==> config.mk <==
export PLATFORM = sky130hd
export DESIGN_NAME = base64_stream_decoder
export DESIGN_NICKNAME = d
export VERILOG_FILES = /design/src/rtl/core/b64d_pkg.sv /design/src/rtl/core/b64d_front.sv /design/src/rtl/core/b64d_queue.sv /design/src/rtl/core/b64d_back.sv /design/src/rtl/core/base64_stream_decoder.sv
export VERILOG_INCLUDE_DIRS = /design/src /design/src/rtl/core
export SDC_FILE = /design/constraint.sdc
export NUM_CORES = 1
export LEC_CHECK = 0
export BUFFER_PORTS_ARGS = -buffer_cell sky130_fd_sc_hd__buf_4
export CORE_MARGIN = 8
export CORE_UTILIZATION = 60
export DETAILED_ROUTE_END_ITERATION = 16
export PLACE_DENSITY = 0.78
export SETUP_SLACK_MARGIN = 0.5
export SKIP_CTS_REPAIR_TIMING = 1
export SLEW_MARGIN = 20
export SYNTH_ARGS = -nofsm -noshare
export SYNTH_HDL_FRONTEND = slang
export SYNTH_SLANG_ARGS = --single-unit
==> constraint.sdc <==
create_clock -name clk -period 11.05 [get_ports clk]
set_input_delay 1.6575 -clock clk [delete_from_list [all_inputs] [get_ports clk]]
set_output_delay 1.6575 -clock clk [all_outputs]
set_load 0.02 [all_outputs]
==> src/rtl/core/base64_stream_decoder_assert.svh <==
// Assertion macros shared by the decoder RTL.
`ifndef BASE64_STREAM_DECODER_ASSERT_SVH
`define BASE64_STREAM_DECODER_ASSERT_SVH

// Same-cycle implication, disabled while reset is asserted.
`define B64D_ASSERT_SAME(lbl, c, r, a, b, msg) \
	lbl: assert property (@(posedge c) disable iff (!(r)) (a) |-> (b)) else $error(msg);

// Next-cycle implication, disabled while reset is asserted.
`define B64D_ASSERT_NEXT(lbl, c, r, a, b, msg) \
	lbl: assert property (@(posedge c) disable iff (!(r)) (a) |=> (b)) else $error(msg);

`endif

==> src/rtl/core/b64d_pkg.sv <==
// Shared constants, command type and count helper for the base64 decoder.
`default_nettype none
package b64d_pkg;

	localparam int COUNT_WIDTH = 24;
	localparam int OUT_COUNT_W = 24;
	localparam int CNT_EXT_W   = (COUNT_WIDTH > OUT_COUNT_W) ? COUNT_WIDTH : OUT_COUNT_W;
	localparam logic [OUT_COUNT_W-1:0] OUT_COUNT_MAX = '1;

	localparam int QDEPTH = 4;
	localparam int QAW    = $clog2(QDEPTH);

	// One command: up to three bytes for the back end to emit.
	typedef struct packed {
		logic [7:0]             b0;
		logic [7:0]             b1;
		logic [7:0]             b2;
		logic [1:0]             nbytes;
		logic                   eos;
		logic [OUT_COUNT_W-1:0] count;
	} cmd_t;

	// Clamp the internal byte total to the width of the reported count.
	function automatic logic [OUT_COUNT_W-1:0] count_to_out(input logic [COUNT_WIDTH-1:0] c);
		logic [CNT_EXT_W-1:0] ext;
		ext = CNT_EXT_W'(c);
		if (ext > CNT_EXT_W'(OUT_COUNT_MAX)) begin
			return OUT_COUNT_MAX;
		end
		return ext[OUT_COUNT_W-1:0];
	endfunction

endpackage
`default_nettype wire

==> src/rtl/core/b64d_front.sv <==
// Front end: classify characters, track group phase and byte total, issue commands.
`default_nettype none
module b64d_front (
	input  wire logic           clk,
	input  wire logic           arst_n,
	input  wire logic           push,
	input  wire logic [7:0]     code_char,
	input  wire logic           q_full,
	output logic                q_wr,
	output b64d_pkg::cmd_t      q_cmd
);

	localparam int SUM_W = b64d_pkg::COUNT_WIDTH + 1;
	localparam logic [1:0] PH_ONE   = 2'd1;
	localparam logic [1:0] PH_TWO   = 2'd2;
	localparam logic [1:0] PH_THREE = 2'd3;
	localparam logic [1:0] NB_NONE  = 2'd0;
	localparam logic [1:0] NB_ONE   = 2'd1;
	localparam logic [1:0] NB_TWO   = 2'd2;
	localparam logic [1:0] NB_THREE = 2'd3;

	// bit 6 set means the byte lies outside the alphabet
	function automatic logic [6:0] sextet_of(input logic [7:0] c);
		logic [6:0] s;
		if (c inside {[8'h41:8'h5A]}) begin
			s = {1'b0, 6'(c - 8'h41)};
		end else if (c inside {[8'h61:8'h7A]}) begin
			s = {1'b0, 6'(c - 8'h61 + 8'd26)};
		end else if (c inside {[8'h30:8'h39]}) begin
			s = {1'b0, 6'(c - 8'h30 + 8'd52)};
		end else if (c == 8'h2B) begin
			s = {1'b0, 6'd62};
		end else if (c == 8'h2F) begin
			s = {1'b0, 6'd63};
		end else begin
			s = 7'h40;
		end
		return s;
	endfunction

	function automatic logic [b64d_pkg::COUNT_WIDTH-1:0] sat_add(
		input logic [b64d_pkg::COUNT_WIDTH-1:0] t,
		input logic [1:0] n
	);
		logic [SUM_W-1:0] sum;
		sum = {1'b0, t} + SUM_W'(n);
		if (sum[SUM_W-1]) begin
			return '1;
		end
		return sum[SUM_W-2:0];
	endfunction

	logic [1:0]                        ph_q, ph_d;
	logic [17:0]                       pend_q, pend_d;
	logic [b64d_pkg::COUNT_WIDTH-1:0]  total_q, total_d, total_add;
	logic                              accept;
	logic [6:0]                        sx;
	logic [23:0]                       word;
	logic [1:0]                        add_n;

	assign accept = push & ~q_full;
	assign sx     = sextet_of(code_char);
	assign word   = {pend_q, sx[5:0]};

	always_comb begin
		ph_d   = ph_q;
		pend_d = pend_q;
		total_d = total_q;
		q_wr   = 1'b0;
		add_n  = NB_NONE;
		q_cmd  = '0;
		if (!sx[6]) begin
			if (ph_q == PH_THREE) begin
				add_n = NB_THREE;
			end
		end else begin
			case (ph_q)
				PH_TWO:   add_n = NB_ONE;
				PH_THREE: add_n = NB_TWO;
				default:  add_n = NB_NONE;
			endcase
		end
		total_add = sat_add(total_q, add_n);
		if (accept) begin
			if (!sx[6]) begin
				if (ph_q == PH_THREE) begin
					// full group: three bytes out
					q_wr         = 1'b1;
					q_cmd.b0     = word[23:16];
					q_cmd.b1     = word[15:8];
					q_cmd.b2     = word[7:0];
					q_cmd.nbytes = NB_THREE;
					total_d      = total_add;
					ph_d         = '0;
					pend_d       = '0;
				end else begin
					pend_d = {pend_q[11:0], sx[5:0]};
					ph_d   = ph_q + PH_ONE;
				end
			end else begin
				// terminator: flush the partial group and report the count
				q_wr      = 1'b1;
				q_cmd.eos = 1'b1;
				q_cmd.count = b64d_pkg::count_to_out(total_add);
				case (ph_q)
					PH_TWO: begin
						q_cmd.b0     = pend_q[11:4];
						q_cmd.nbytes = NB_ONE;
					end
					PH_THREE: begin
						q_cmd.b0     = pend_q[17:10];
						q_cmd.b1     = pend_q[9:2];
						q_cmd.nbytes = NB_TWO;
					end
					default: begin
						q_cmd.nbytes = NB_NONE;
					end
				endcase
				ph_d    = '0;
				pend_d  = '0;
				total_d = '0;
			end
		end
	end

	always_ff @(posedge clk or negedge arst_n) begin
		if (!arst_n) begin
			ph_q    <= '0;
			pend_q  <= '0;
			total_q <= '0;
		end else begin
			ph_q    <= ph_d;
			pend_q  <= pend_d;
			total_q <= total_d;
		end
	end

endmodule
`default_nettype wire

==> src/rtl/core/b64d_queue.sv <==
// Short command queue between the front and back ends.
`default_nettype none
module b64d_queue (
	input  wire logic            clk,
	input  wire logic            arst_n,
	input  wire logic            wr_en,
	input  wire b64d_pkg::cmd_t  wr_data,
	output logic                 full,
	input  wire logic            rd_en,
	output b64d_pkg::cmd_t       rd_data,
	output logic                 empty
);

	localparam int CW = b64d_pkg::QAW + 1;
	localparam logic [b64d_pkg::QAW-1:0] LAST_PTR = b64d_pkg::QAW'(b64d_pkg::QDEPTH - 1);

	b64d_pkg::cmd_t            mem_q [b64d_pkg::QDEPTH];
	logic [b64d_pkg::QAW-1:0]  wr_ptr_q, rd_ptr_q;
	logic [CW-1:0]             cnt_q;
	logic                      do_wr, do_rd;

	assign full    = (cnt_q == CW'(b64d_pkg::QDEPTH));
	assign empty   = (cnt_q == '0);
	assign do_wr   = wr_en & ~full;
	assign do_rd   = rd_en & ~empty;
	assign rd_data = mem_q[rd_ptr_q];

	always_ff @(posedge clk) begin
		if (do_wr) begin
			mem_q[wr_ptr_q] <= wr_data;
		end
	end

	always_ff @(posedge clk or negedge arst_n) begin
		if (!arst_n) begin
			wr_ptr_q <= '0;
			rd_ptr_q <= '0;
			cnt_q    <= '0;
		end else begin
			if (do_wr) begin
				wr_ptr_q <= (wr_ptr_q == LAST_PTR) ? '0 : wr_ptr_q + 1'b1;
			end
			if (do_rd) begin
				rd_ptr_q <= (rd_ptr_q == LAST_PTR) ? '0 : rd_ptr_q + 1'b1;
			end
			case ({do_wr, do_rd})
				2'b10:   cnt_q <= cnt_q + 1'b1;
				2'b01:   cnt_q <= cnt_q - 1'b1;
				default: cnt_q <= cnt_q;
			endcase
		end
	end

endmodule
`default_nettype wire

==> src/rtl/core/b64d_back.sv <==
// Back end: split each command into result items and hold them in the output register.
`default_nettype none
module b64d_back (
	input  wire logic                            clk,
	input  wire logic                            arst_n,
	input  wire b64d_pkg::cmd_t                  head,
	input  wire logic                            head_empty,
	output logic                                 head_rd,
	input  wire logic                            pop,
	output logic                                 empty,
	output logic [7:0]                           data_byte,
	output logic                                 byte_valid,
	output logic                                 end_of_string,
	output logic [b64d_pkg::OUT_COUNT_W-1:0]     decoded_count
);

	logic [1:0] idx_q;
	logic [1:0] last_idx;
	logic       last;
	logic       advance;
	logic       out_valid_q;
	logic [7:0] sel_byte;

	// a marker command still yields one item
	assign last_idx = (head.nbytes == 2'd0) ? 2'd0 : head.nbytes - 2'd1;
	assign last     = (idx_q == last_idx);
	assign advance  = ~out_valid_q | pop;
	assign head_rd  = advance & ~head_empty & last;
	assign empty    = ~out_valid_q;

	always_comb begin
		case (idx_q)
			2'd0:    sel_byte = head.b0;
			2'd1:    sel_byte = head.b1;
			default: sel_byte = head.b2;
		endcase
	end

	always_ff @(posedge clk or negedge arst_n) begin
		if (!arst_n) begin
			out_valid_q <= 1'b0;
			idx_q       <= '0;
		end else if (advance) begin
			out_valid_q <= ~head_empty;
			if (!head_empty) begin
				idx_q <= last ? 2'd0 : idx_q + 2'd1;
			end
		end
	end

	always_ff @(posedge clk) begin
		if (advance && !head_empty) begin
			data_byte     <= sel_byte;
			byte_valid    <= (head.nbytes != 2'd0);
			end_of_string <= last & head.eos;
			decoded_count <= (last && head.eos) ? head.count : '0;
		end
	end

endmodule
`default_nettype wire

==> src/rtl/core/base64_stream_decoder.sv <==
// Top level of the streaming base64 decoder.
//
// Input channel: drive code_char and raise push; the item is taken at a
// rising edge where full is low. Alphabet characters (A-Z, a-z, 0-9, +, /)
// build groups of four sextets; any other byte ends the string.
// Result channel: while empty is low the oldest result sits on data_byte,
// byte_valid, end_of_string and decoded_count; raise pop to take it.
// A full group gives three byte items. A terminator flushes the partial
// group (zero, one or two bytes); its last item carries end_of_string and
// the saturating byte count of the string, or is a marker with byte_valid
// low when nothing is left to flush.
// Path: a result passes through the queue, written at the edge where the character
// that causes it is taken, and then into the output register once the back end advances.
// Throughput: one character per cycle while full is low, one result per cycle
// while pop keeps up; the back end emits one item of a command each cycle, so
// a full group of three bytes holds the back end while the queue soaks up new commands.
// Stall: when pop stays low the output register holds, the four-entry
// queue fills and full rises; nothing is dropped.
// Reset: arst_n clears phase, pending sextets, byte total, queue pointers and count
// and the output valid flag at once; the block is ready once arst_n is released.
`default_nettype none
`include "base64_stream_decoder_assert.svh"
module base64_stream_decoder (
	input  wire logic                         clk,
	input  wire logic                         arst_n,
	input  wire logic                         push,
	output logic                              full,
	input  wire logic [7:0]                   code_char,
	output logic                              empty,
	input  wire logic                         pop,
	output logic [7:0]                        data_byte,
	output logic                              byte_valid,
	output logic                              end_of_string,
	output logic [b64d_pkg::OUT_COUNT_W-1:0]  decoded_count
);

	b64d_pkg::cmd_t wr_cmd, head;
	logic           q_wr, q_rd, q_full, q_empty;

	assign full = q_full;

	// classify and track groups
	b64d_front u_front (
		.clk       (clk),
		.arst_n    (arst_n),
		.push      (push),
		.code_char (code_char),
		.q_full    (q_full),
		.q_wr      (q_wr),
		.q_cmd     (wr_cmd)
	);

	// decouple front and back
	b64d_queue u_queue (
		.clk     (clk),
		.arst_n  (arst_n),
		.wr_en   (q_wr),
		.wr_data (wr_cmd),
		.full    (q_full),
		.rd_en   (q_rd),
		.rd_data (head),
		.empty   (q_empty)
	);

	// serialize commands into result items
	b64d_back u_back (
		.clk           (clk),
		.arst_n        (arst_n),
		.head          (head),
		.head_empty    (q_empty),
		.head_rd       (q_rd),
		.pop           (pop),
		.empty         (empty),
		.data_byte     (data_byte),
		.byte_valid    (byte_valid),
		.end_of_string (end_of_string),
		.decoded_count (decoded_count)
	);

	`B64D_ASSERT_SAME(a_count_only_at_end, clk, arst_n, !empty && !end_of_string, decoded_count == '0, "count shown before end of string")
	`B64D_ASSERT_SAME(a_marker_no_data, clk, arst_n, !empty && !byte_valid, end_of_string && data_byte == 8'd0, "marker item carries data")
	`B64D_ASSERT_SAME(a_wr_needs_accept, clk, arst_n, q_wr, push && !full, "command issued without an accepted item")
	`B64D_ASSERT_SAME(a_rd_needs_room, clk, arst_n, q_rd, empty || pop, "command retired while output stalled")

endmodule
`default_nettype wire
==> After elaboration in Yosys (flattened, before gate mapping) <==
Memories as Yosys holds them, arrays and structs flattened.
Cells that the tools add are included.
{ "word_totals": {"ff_bits": 88, "ram_bits": 204, "mem_count": 1} }
{ "classes": {"eq_ne": 11, "reduce_logical": 14, "addsub": 13, "n_lt_le_gt_ge": 7, "bitwise_logic": 10, "muxes": 41} }
{ "memory_table": {"columns": ["name", "depth", "word_bits", "read_ports", "rd_ports_with_merged_regs", "write_ports", "line", "text"], "rows": [
  ["u_queue.mem_q", 4, 51, 1, 0, 1, "b64d_queue.sv:17", "b64d_pkg::cmd_t mem_q [b64d_pkg::QDEPTH];"]
]} }
{ "ops": {"columns": ["operator", "n"], "rows": [
  ["2-to-1 mux 24 bit", 6],
  ["2-to-1 mux 51 bit", 1],
  ["2-to-1 mux 18 bit", 2],
  ["2-to-1 mux 7 bit", 5],
  ["case mux 8 bit (2 select lines)", 2],
  ["2-to-1 mux 26 bit", 1],
  ["adder 24 x 2 -> 25 bit", 1],
  ["2-to-1 mux 25 bit", 1],
  ["greater-than comparator 24 bit, second input constant", 1],
  ["2-to-1 mux 2 bit", 9],
  ["equality test 8 x 6 -> 1 bit, second input constant", 2],
  ["greater-or-equal comparator 8 x 7 -> 1 bit, second input constant", 2],
  ["<= comparator 8 x 7 -> 1 bit, second input constant", 2],
  ["2-to-1 mux 16 bit", 1],
  ["2-to-1 mux 8 bit", 2],
  ["subtractor 6 bit, second input constant", 2],
  ["equality test 2 bit, second input constant", 5],
  ["2-to-1 mux 1 bit", 9],
  ["adder 2 x 1 -> 2 bit, second input constant", 4],
  ["greater-or-equal comparator 8 x 6 -> 1 bit, second input constant", 1],
  ["<= comparator 8 x 6 -> 1 bit, second input constant", 1],
  ["adder 6 x 5 -> 6 bit, second input constant", 1],
  ["adder 6 bit, second input constant", 1],
  ["bitwise AND 1 bit", 6],
  ["17 further kinds", 28]
]} }

==> Depth between registers and ports, before layout <==
Gate-level depths: netlist of the first run.
{ "logic_depth": {"ltp_word": 17, "depth_mapped": 16} }

==> Modules after synthesis <==
A second synthesis of the first run with hierarchy kept.
{ "unflattened": {"hier_cells": 818, "area_unflattened_um2": 12769.7} }
{ "modules_own_cells": {"columns": ["module", "seq_area_each_um2", "cells_each", "area_per_inst_um2", "instances"], "rows": [
  ["b64d_queue", 6301.0, 307, 7872.6, 1],
  ["b64d_front", 1101.1, 396, 3320.7, 1],
  ["b64d_back", 1096.1, 115, 1576.5, 1]
]} }

==> Worst setup path before layout of the first run <==
No wires, ideal clock.
{ "synth_timing": {"kind": "input to register", "start": "in code_char[2]", "end": "mem u_queue.mem_q[0][0] (netlist name) (enable)", "required_ns": 10.584, "path_buffers": 1, "arrival_ns": 5.249, "setup_slack_ns": 5.334, "stages": 8, "path_cell_list": "inv_1 > ha_1 > a21oi_1 > a311o_1 > nand3_1 > clkbuf_1 > a21oi_2 > nor2b_1"} }
{ "synth_between": {"elab_chain_cells": 11, "word_cells_on_any_way": 21} }
{ "synth_rtl": {"columns": ["item", "line", "text"], "rows": [
  ["from (decl)", "base64_stream_decoder.sv:28", "input wire logic [7:0] code_char,"],
  ["parallel branches: the longest is 5 deep, another holds greater-or-equal comparator 8 x 6 -> 1 bit", null, null],
  ["2-to-1 mux 7 bit *", "b64d_front.sv:25", "if (c inside {[8'h41:8'h5A]}) begin"],
  ["2-to-1 mux 1 bit *", "b64d_front.sv:85", "if (!sx[6]) begin"],
  ["2-to-1 mux 1 bit *", "b64d_front.sv:84", "if (accept) begin"],
  ["bitwise AND 1 bit *", "b64d_queue.sv:24", "assign do_wr = wr_en & ~full;"],
  ["2-to-1 mux 1 bit *", "b64d_queue.sv:29", "if (do_wr) begin"],
  ["2-to-1 mux 1 bit (implied by the code) *", "b64d_queue.sv:30", "mem_q[wr_ptr_q] <= wr_data;"],
  ["to (decl)", "b64d_queue.sv:17", null]
]} }
Every way passes the cells marked *.

==> results of run 1 <==
[layer usage]
metal  vias to the layer above  track usage  wire, um  part of all wire
met5                         -            0         0                 0
met4                         0       0.0518       519             0.019
met3                        47       0.0430      1980             0.073
met2                       276        0.333     12800              0.47
met1                      3734        0.298     11700              0.43
li1                       3264            -         -                 -
[cell usage in the layout (no fill, tap or decap), types with 11 or more instances in the layout]
cell,Yosys,final
buf_4,1,61
o21ai_0,17,17
clkbuf_16,0,29
xnor2_1,19,19
nor2b_1,22,18
nand3_1,13,13
dfrtp_1,54,52
inv_1,25,25
mux4_2,51,51
nor2_1,23,23
nand4_1,11,11
and2_1,13,13
a21oi_1,32,31
nand2_1,30,30
ha_1,22,22
edfxtp_1,238,238
a22o_1,14,14
and3_1,32,32
[worst max-delay path, stage by stage]
cell and delay, ns:
buf_4 0.12, inv_1 0.11, ha_1 0.27, nor2b_1 0.17, o21a_1 0.19, o21ai_1 0.43
o21ai_0 0.22, nand2_1 0.12, ha_1 0.19, nand4b_1 0.61, a2111oi_2 0.77, nor2_1 0.10
a311oi_2 0.34
[power breakdown]
part           leakage, uW  internal, uW  total, uW  switching [uW]
registers          0.00298          1440       1530            93.0
clock network     0.000444           558        953             394
logic              0.00171           404        930             526
total              0.00513          2400       3420            1010
[sequential cells by signal (all words and copies together) (netlist names)]
| name | flops |
|---|---|
| u_queue.cnt_q | 3 |
| u_back.idx_q | 2 |
| u_back.byte_valid | 1 |
| u_back.data_byte | 8 |
| u_queue.rd_ptr_q | 2 |
| u_front.total_q | 24 |
| u_queue.wr_ptr_q | 2 |
| u_queue.mem_q | 204 |
| u_front.pend_q | 18 |
| u_back.end_of_string | 1 |
| u_back.out_valid_q | 1 |
| u_back.decoded_count | 24 |
| u_front.ph_q | 2 |
[how the worst max path moves through the flow]
stage,start,slack (ns),to,depth (start not counted)
2_1_floorplan,code_char[2],5.33,u_queue.mem_q[0][0],8
3_3_place_gp,code_char[2],5.54,u_queue.mem_q[0][17],14
3_5_place_dp,code_char[2],5.62,u_queue.mem_q[1][21],13
4_1_cts,code_char[2],6.18,u_queue.mem_q[3][21],13
5_1_grt,code_char[2],5.80,u_queue.mem_q[3][21],13
6_report,code_char[2],6.08,u_queue.mem_q[3][21],13
[cell families (layout without fill, tap and decap cells)]
logic type / count (synthesis) / after routing / share of synthesized area
adders and majority gates: 23 / 23 / 0.0232
muxes: 59 / 59 / 0.0969
and+or+nand+nor: 182 / 182 / 0.0805
AOI/OAI and AO/OA: 148 / 148 / 0.0895
xor gates and xnor gates: 25 / 25 / 0.0172
buffers and inverters: 76 / 140 / 0.0255
DFF: 292 / 292 / 0.667
[through the flow]
| step | std cells | total power (uW) | setup WS, ns | hold WS (ns) |
|---|---|---|---|---|
| floorplan | 805 | 2170 | 5.33 | 0.457 |
| global placement | 1090 | 2450 | 5.54 | 0.476 |
| detailed placement | 1091 | 2490 | 5.62 | 0.485 |
| CTS | 1144 | 3450 | 6.18 | 0.511 |
| global route | 1144 | 3570 | 5.80 | 0.527 |
| finish | 1144 | 3420 | 6.08 | 0.515 |
[area by class of cell]
cell class	instances	area, um^2	area share
clock inverters	15	151	0.0106
inverters	26	97.6	0.00684
clock buffers	38	769	0.0539
well taps	275	344	0.0241
multi-input cells	437	3950	0.277
flip-flops and latches	292	8500	0.596
repair buffers	61	458	0.0321
==> flow_metrics.tcl, run 1 <==
set metrics [dict create \
    r2r-end "u_queue.cnt_q[2]" \
    cp-start-kind "input port" \
    synth_cell_types 74 \
    htreeDepth 1 \
    period_share 0.450 \
    async_flop_share 0.185 \
    critical_path_required_ns 11.38 \
    fin_util 0.681 \
    synth_area_leaders "edfxtp_1 (56%), dfrtp_1 (11%), mux4_2 (9.0%), ha_1 (2.2%), and3_1 (1.6%)" \
    synthToLayoutAreaGrowth_pct 12.1 \
    yosys_warnings 0 \
    fp.dieH_um 162 \
    grt_pass1_vias 7549 \
    num_vias 7321 \
    hold_viol 0 \
    start_util 0.608 \
    overflow 0 \
    tns_ns 0 \
    relSlewSlack 0.342 \
    synth_edf_count 238 \
    drc_errors 0 \
    insertion_delay_ns 0.54 \
    core-area_um2 21000 \
    grt_pass1_wl_um 43400 \
    grt_max_degree 55 \
    rsz0062_at_grt "false" \
    wl_per_cell_um 23.6 \
    design_area_um2 14300 \
    first_iter_violations 649 \
    maxSlewViolCount 0 \
    row_count 53 \
    p_leak_uw 0.00513 \
    root_buffer "clkbuf_16" \
    die_x_um 162 \
    first_pass_iters 5 \
    fin_skew_ns 0.0125 \
    ant_nets 0 \
    grtUsageTotal 0.211 \
    max_freq_mhz 201 \
    post-dp-hpwl_um 16800 \
    yosysTopAreaCell "edfxtp_1" \
    synth-seq-cells 292 \
    yosysSeqAreaShare 0.667 \
    finalSetupViolCount 0 \
    cp-end-kind "register" \
    drv_cap 0 \
    drt_wl_total_um 27000 \
    netlist_instances 805 \
    gp_congestion 0.929 \
    syn_nets 840 \
    syn-cell-area_um2 12700 \
    die_area_um2 26100 \
    fillers 1386 \
    avgViaCountPerCell 6.40 \
    vdd_drop_max_v 0.000145 \
    cts_buffers 29 \
    antenna_found_initial 0 \
    worstHoldPathCells 1 \
    worstPathMaxFanout 13 \
    reg2regPathDepth 12 \
    synth.most_common_cell "edfxtp_1" \
    synth_area_per_cell_um2 15.8 \
    hp-class "register to register" \
    place_area_um2 13400 \
    clk_pin_slew_ns 0.06 \
    yosysTopAreaCellShare 0.561 \
    port-buffer-count 47 \
    synth-main-ff-cell "edfxtp_1" \
    cts_max_path_buffers 3 \
    cp_data_arrival_time_ns 5.30 \
    status "finished, final reports clean" \
    r2r_slack_ns 6.96 \
    max_slew.worst_pin.slew_ns 0.987 \
    drive_gt1_frac 0.213 \
    nets 882 \
    antennaDiodeCount 0 \
    io-pin-count 48 \
    min_from "u_queue.cnt_q[2]" \
    synth_commonest_cells "edfxtp_1 (238), dfrtp_1 (54), mux4_2 (51)" \
    r2r-start "u_queue.rd_ptr_q[0]" \
    cts_tree "built" \
    power_density_nw_per_um2 239 \
    crit_type "input port to register" \
    whs_endpoint "u_queue.cnt_q[2]" \
    clock_sinks 292 \
    fin_crit_ns 4.97 \
]
No activity file was read; power rests on OpenSTA's default activity.
==> inputs of run 2 (changes only) <==
CORE_UTILIZATION = 56   (was 60)
PLACE_DENSITY = 0.76   (was 0.78)
clock period = 4.4 ns   (was 11.05 ns; I/O delays follow)
==> run 2 against run 1 <==
Die area rose by 6.4%. Design area rose by 1.0%. Sequential power rose to 2.5 times the previous value. Utilization fell by 4.0 points. First-iteration DRC count rose by 0.77%. Sequential share of layout area fell by 0.61 points. Non-clock buffer count rose by 6. Critical path depth rose by 1.
==> flow_metrics.tcl, run 2 (synthesis results as in run 1) <==
set metrics [dict create \
    p_leak_uw 0.00521 \
    clk_pin_slew_ns 0.06 \
    final_common_cell "edfxtp_1" \
    grt_pass1_vias 7614 \
    cts_buffers 29 \
    max_slew.worst_pin.slew_ns 0.816 \
    cp_cell_sequence "buf_4 > inv_1 > ha_1 > nor2b_1 > o21ai_0 > a31oi_1 > nand3_1 > nand2_1 > ha_1 > ha_1 > a21o_1 > nand2_2 > or4_4 > a311oi_2" \
    die_area_um2 27800 \
    drt_wl_total_um 26700 \
    power_density_nw_per_um2 600 \
    start_util 0.566 \
    dp.cells 1106 \
    fp.dieH_um 167 \
    worstPathMaxFanout 13 \
    core-area_um2 22500 \
    overflow 0 \
    rsz0062_at_grt "false" \
    nets 889 \
    switching_power_uw 2560 \
    r2r_slack_ns 1.14 \
    tns_ns 0 \
    avgViaCountPerCell 6.41 \
    fin_crit_ns 3.63 \
    drc_errors 0 \
    max_freq_mhz 275 \
    status "finished, final reports clean" \
    wl_per_cell_um 23.0 \
    row_count 55 \
    p_seq_frac 0.446 \
    cp-end-kind "register" \
    fin_skew_ns 0.0112 \
    critPathMaxStageDelay_ns 0.69 \
    layout_common_cells "edfxtp_1 (238), buf_4 (63), dfrtp_1 (52)" \
    relSlewSlack 0.456 \
    p_int_uw 6090 \
    period_share 0.825 \
    antenna_found_initial 0 \
    hp-class "input port to asynchronous set/reset pin" \
    worst_slack_ns 0.770 \
    ant_nets 0 \
    htreeDepth 1 \
    num_vias 7446 \
    path_common_cell "ha_1" \
    power_frac_comb 0.271 \
    drive_gt1_frac 0.223 \
    clkPwrFrac 0.283 \
    die_x_um 167 \
    vdd_drop_max_v 0.000533 \
    insertion_delay_ns 0.54 \
    gp_congestion 0.885 \
    root_buffer "clkbuf_16" \
    reg2regPathDepth 10 \
    switching_share 0.296 \
    clock_sinks 292 \
    cp_data_arrival_time_ns 3.95 \
    stdcell_count 1161 \
    crit_type "input port to register" \
    antennaDiodeCount 0 \
    top_register "u_queue.mem_q" \
    pre_cts_ws_ns 0.157 \
    first_pass_iters 5 \
    cp_top_family "simple AND/OR/NAND/NOR gates" \
    hold_viol 0 \
    critPathBufInv 2 \
    synthToLayoutAreaGrowth_pct 13.3 \
    grtUsageTotal 0.190 \
    maxSlewViolCount 0 \
    critical_path_required_ns 4.72 \
    first_iter_violations 654 \
    finalSetupViolCount 0 \
    post-dp-hpwl_um 16000 \
    grt_max_degree 55 \
    reg_top3 "u_queue.mem_q (204), u_back.decoded_count (24), u_front.total_q (24)" \
    io-pin-count 48 \
    largest_reg_flops 204 \
    r2r-end "u_queue.cnt_q[2]" \
    port-buffer-count 47 \
    drv_cap 0 \
    grt_pass1_wl_um 42300 \
    cp-start-kind "input port" \
    crit_slowest_cell "or4_4" \
    cts_max_path_buffers 3 \
    cts_tree "built" \
    r2r-start "u_queue.rd_ptr_q[0]" \
]
-- run 2: cell types whose count changed in the layout (fill, tap and decap cells not counted), sizes merged --
| cell | before | now |
|---|---|---|
| bufinv | 3 | 4 |
| inv | 26 | 27 |
| buf | 61 | 67 |
| clkinv | 11 | 13 |
| clkbuf | 38 | 35 |
| clkinvlp | 1 | 0 |
| or4 | 2 | 3 |
-- run 2: stage by stage --
stage | power [uW] | hold slack, ns | util | cell area [um^2]
final | 8650 | 0.181 | 0.641 | 14400
after global routing | 9030 | 0.233 | 0.641 | 14400
after CTS | 8730 | 0.208 | 0.640 | 14400
after detailed placement | 6300 | 0.486 | 0.598 | 13500
after global placement | 6200 | 0.473 | 0.598 | 13500
after floorplan | 5450 | 0.364 | - | 12700
-- run 2: worst max-delay path by stage --
stage	cells after the start	to	from
global placement	14	u_queue.mem_q[2][21]	code_char[2]
CTS	14	u_queue.mem_q[3][21]	code_char[2]
floorplan	8	u_queue.mem_q[0][0]	code_char[2]
detailed placement	14	u_queue.mem_q[1][21]	code_char[2]
finish	14	u_queue.mem_q[3][21]	code_char[2]
global route	14	u_queue.mem_q[3][21]	code_char[2]
-- run 2: area by class of cell --
type	count	area [um^2]
flip-flops and latches	292	8500
fillers	1575	8080
multi-input cells	438	3980
clock buffers	35	748
repair buffers	67	553
well taps	285	357
clock inverters	18	191
inverters	26	97.6
-- run 2: power by group through the flow --
stage               clock network, uW  registers [uW]  logic, uW
finish                           2440            3860       2350
global placement                    0            3880       2320
global route                     2580            3920       2530
detailed placement                  0            3920       2380
CTS                              2480            3870       2390
floorplan                           0            4020       1440
-- run 2: routing by layer --
| metal | global-route usage | routed length [um] |
|---|---|---|
| met3 | 0.0272 | 1910 |
| met2 | 0.316 | 13000 |
| met5 | 0 | 0 |
| met4 | 0.0454 | 457 |
| met1 | 0.263 | 11300 |
==> inputs of run 3 (changes only) <==
clock period = 2.9 ns   (was 4.4 ns; I/O delays follow)
==> run 3 against run 2 <==
The flow now finishes with violations (negative hold slack). Die area is the same. Utilization grew 7.8 points. Hold slack got worse by 0.23 ns. Non-clock buffer count rose by 74. Cell count is 6.5% higher. Design area up 12%. First-iteration DRC count fell by 7.5%. Highest routed layer unchanged.
==> flow_metrics.tcl, run 3 (synthesis results as in run 1) <==
set metrics [dict create \
    status "complete, but fails checks" \
    violations "negative hold slack" \
    stdcell_count 1236 \
    drv_cap 0 \
    port-buffer-count 47 \
    first_pass_iters 5 \
    crit_path_start "u_queue.rd_ptr_q[0]" \
    ant_nets 0 \
    reg_top3 "u_queue.mem_q (204), u_back.decoded_count (24), u_front.total_q (24)" \
    vdd_drop_max_v 0.000692 \
    row_count 55 \
    dp.cells 1159 \
    root_buffer "clkbuf_16" \
    final_common_cell "edfxtp_1" \
    crit_slowest_cell "or4b_4" \
    start_util 0.566 \
    drt_wl_total_um 30100 \
    grt_pass1_vias 8121 \
    htreeDepth 1 \
    crit_path_end "u_queue.cnt_q[2]" \
    fin_skew_ns 0.0134 \
    hp-class "input port to asynchronous set/reset pin" \
    crit_type "register to register" \
    rsz0062_at_grt "true" \
    cts_max_path_buffers 3 \
    r2r-start "u_queue.rd_ptr_q[0]" \
    num_vias 7921 \
    first_iter_violations 605 \
    antennaDiodeCount 0 \
    finalSetupViolCount 0 \
    cp_cell_sequence "mux4_2 > or4b_4 > o311ai_4 > and2_4 > ha_4 > inv_2 > fa_2 > xor2_1 > nor2_1 > xor2_1" \
    r2r_slack_ns 0.02 \
    grt_pass1_wl_um 44100 \
    cts_tree "built" \
    fp.dieH_um 167 \
    cp-start-kind "register" \
    die_x_um 167 \
    layout_common_cells "edfxtp_1 (238), buf_4 (113), mux4_2 (52), dfrtp_1 (52), clkbuf_16 (30)" \
    cp-end-kind "register" \
    relSlewSlack 0.436 \
    r2r-end "u_queue.cnt_q[2]" \
    cts_buffers 29 \
    cp_data_arrival_time_ns 3.35 \
    grt_max_degree 55 \
    wl_per_cell_um 24.3 \
    critical_path_required_ns 3.38 \
    clk_pin_slew_ns 0.06 \
    critPathMaxStageDelay_ns 0.57 \
    grtUsageTotal 0.198 \
    max_slew.worst_pin.slew_ns 0.847 \
    period_share 0.992 \
    power_density_nw_per_um2 842 \
    io-pin-count 48 \
    reg2regPathDepth 10 \
    die_area_um2 27800 \
    insertion_delay_ns 0.56 \
    worstPathMaxFanout 3 \
    worst_slack_ns 0.0233 \
    timing.hold.ws_ns -0.0510 \
    gp_congestion 0.905 \
    clock_sinks 292 \
    largest_reg_flops 204 \
    fin_util 0.719 \
    avgViaCountPerCell 6.41 \
    core-area_um2 22500 \
    fin_crit_ns 2.88 \
    overflow 0 \
    hold_viol 54 \
    post-dp-hpwl_um 17100 \
    maxSlewViolCount 0 \
    drive_gt1_frac 0.407 \
    antenna_found_initial 0 \
    path_common_cell "xor2_1" \
    pre_cts_ws_ns -0.499 \
    top_register "u_queue.mem_q" \
    max_freq_mhz 348 \
    nets 963 \
    p_leak_uw 0.00572 \
    synthToLayoutAreaGrowth_pct 27.0 \
    drc_errors 0 \
]
-- run 3: changes by cell type in the layout (fill, tap and decap cells not counted), moves of 10 or more --
| cell | previous run | this run |
|---|---|---|
| xnor2_1 | 19 | 6 |
| ha_1 | 22 | 12 |
| a21oi_1 | 31 | 6 |
| buf_6 | 0 | 12 |
| buf_4 | 63 | 113 |
| nor2_1 | 23 | 12 |
| xnor2_2 | 0 | 13 |
| a21oi_4 | 1 | 22 |
-- run 3: layout make-up --
type	instances	area (um^2)
clock buffer	38	810
multi-input combinational	438	4940
tap	285	357
timing repair buffer	141	1290
sequential	292	8500
clock inverter	16	158
fill	1283	6330
inverter	26	111
-- run 3: metrics by stage --
step	area, um^2	total power [uW]	setup TNS (ns)
finish	16200	13600	0
global route	16200	14200	-0.134
CTS	15000	13400	-0.134
detailed placement	14000	9630	-46.34
global placement	14000	9500	-33.71
floorplan	12900	8290	-19.58
-- run 3: power by group --
part	switching, uW	internal (uW)	leakage [uW]
combinational	2310	1800	0.00227
sequential	275	5490	0.00298
clock	1580	2160	0.000477
-- run 3: how the worst min path moves through the flow --
| stage | from | to | slack, ns | depth (start not counted) |
|---|---|---|---|---|
| finish | arst_n | u_front.pend_q[9] | -0.05 | 1 |
| global placement | u_queue.cnt_q[2] | u_queue.cnt_q[2] | 0.47 | 1 |
| floorplan | arst_n | u_back.idx_q[0] | 0.14 | 0 |
| detailed placement | u_front.total_q[0] | u_front.total_q[0] | 0.49 | 1 |
| CTS | arst_n | u_front.total_q[0] | -0.04 | 1 |
| global route | arst_n | u_front.pend_q[0] | -0.007 | 1 |
-- run 3: critical path, delay by kind of cell, from the launching register on --
kind,cells,cell delay (ns)
buffers and inverters,1,0.04
XOR/XNOR,2,0.30
AND/OR/NAND/NOR,3,0.92
adder cells (fa/ha/maj),2,0.47
AO/OA/AOI/OAI,1,0.10
multiplexers,1,0.54
flip-flops,1,0.42
-- run 3: layer usage --
metal / part of all wire / GRT usage / up-vias
li1: - / - / 3437
met1: 0.40 / 0.267 / 4092
met2: 0.50 / 0.324 / 342
met3: 0.076 / 0.0397 / 50
met4: 0.021 / 0.0595 / 0
met5: 0 / 0 / -
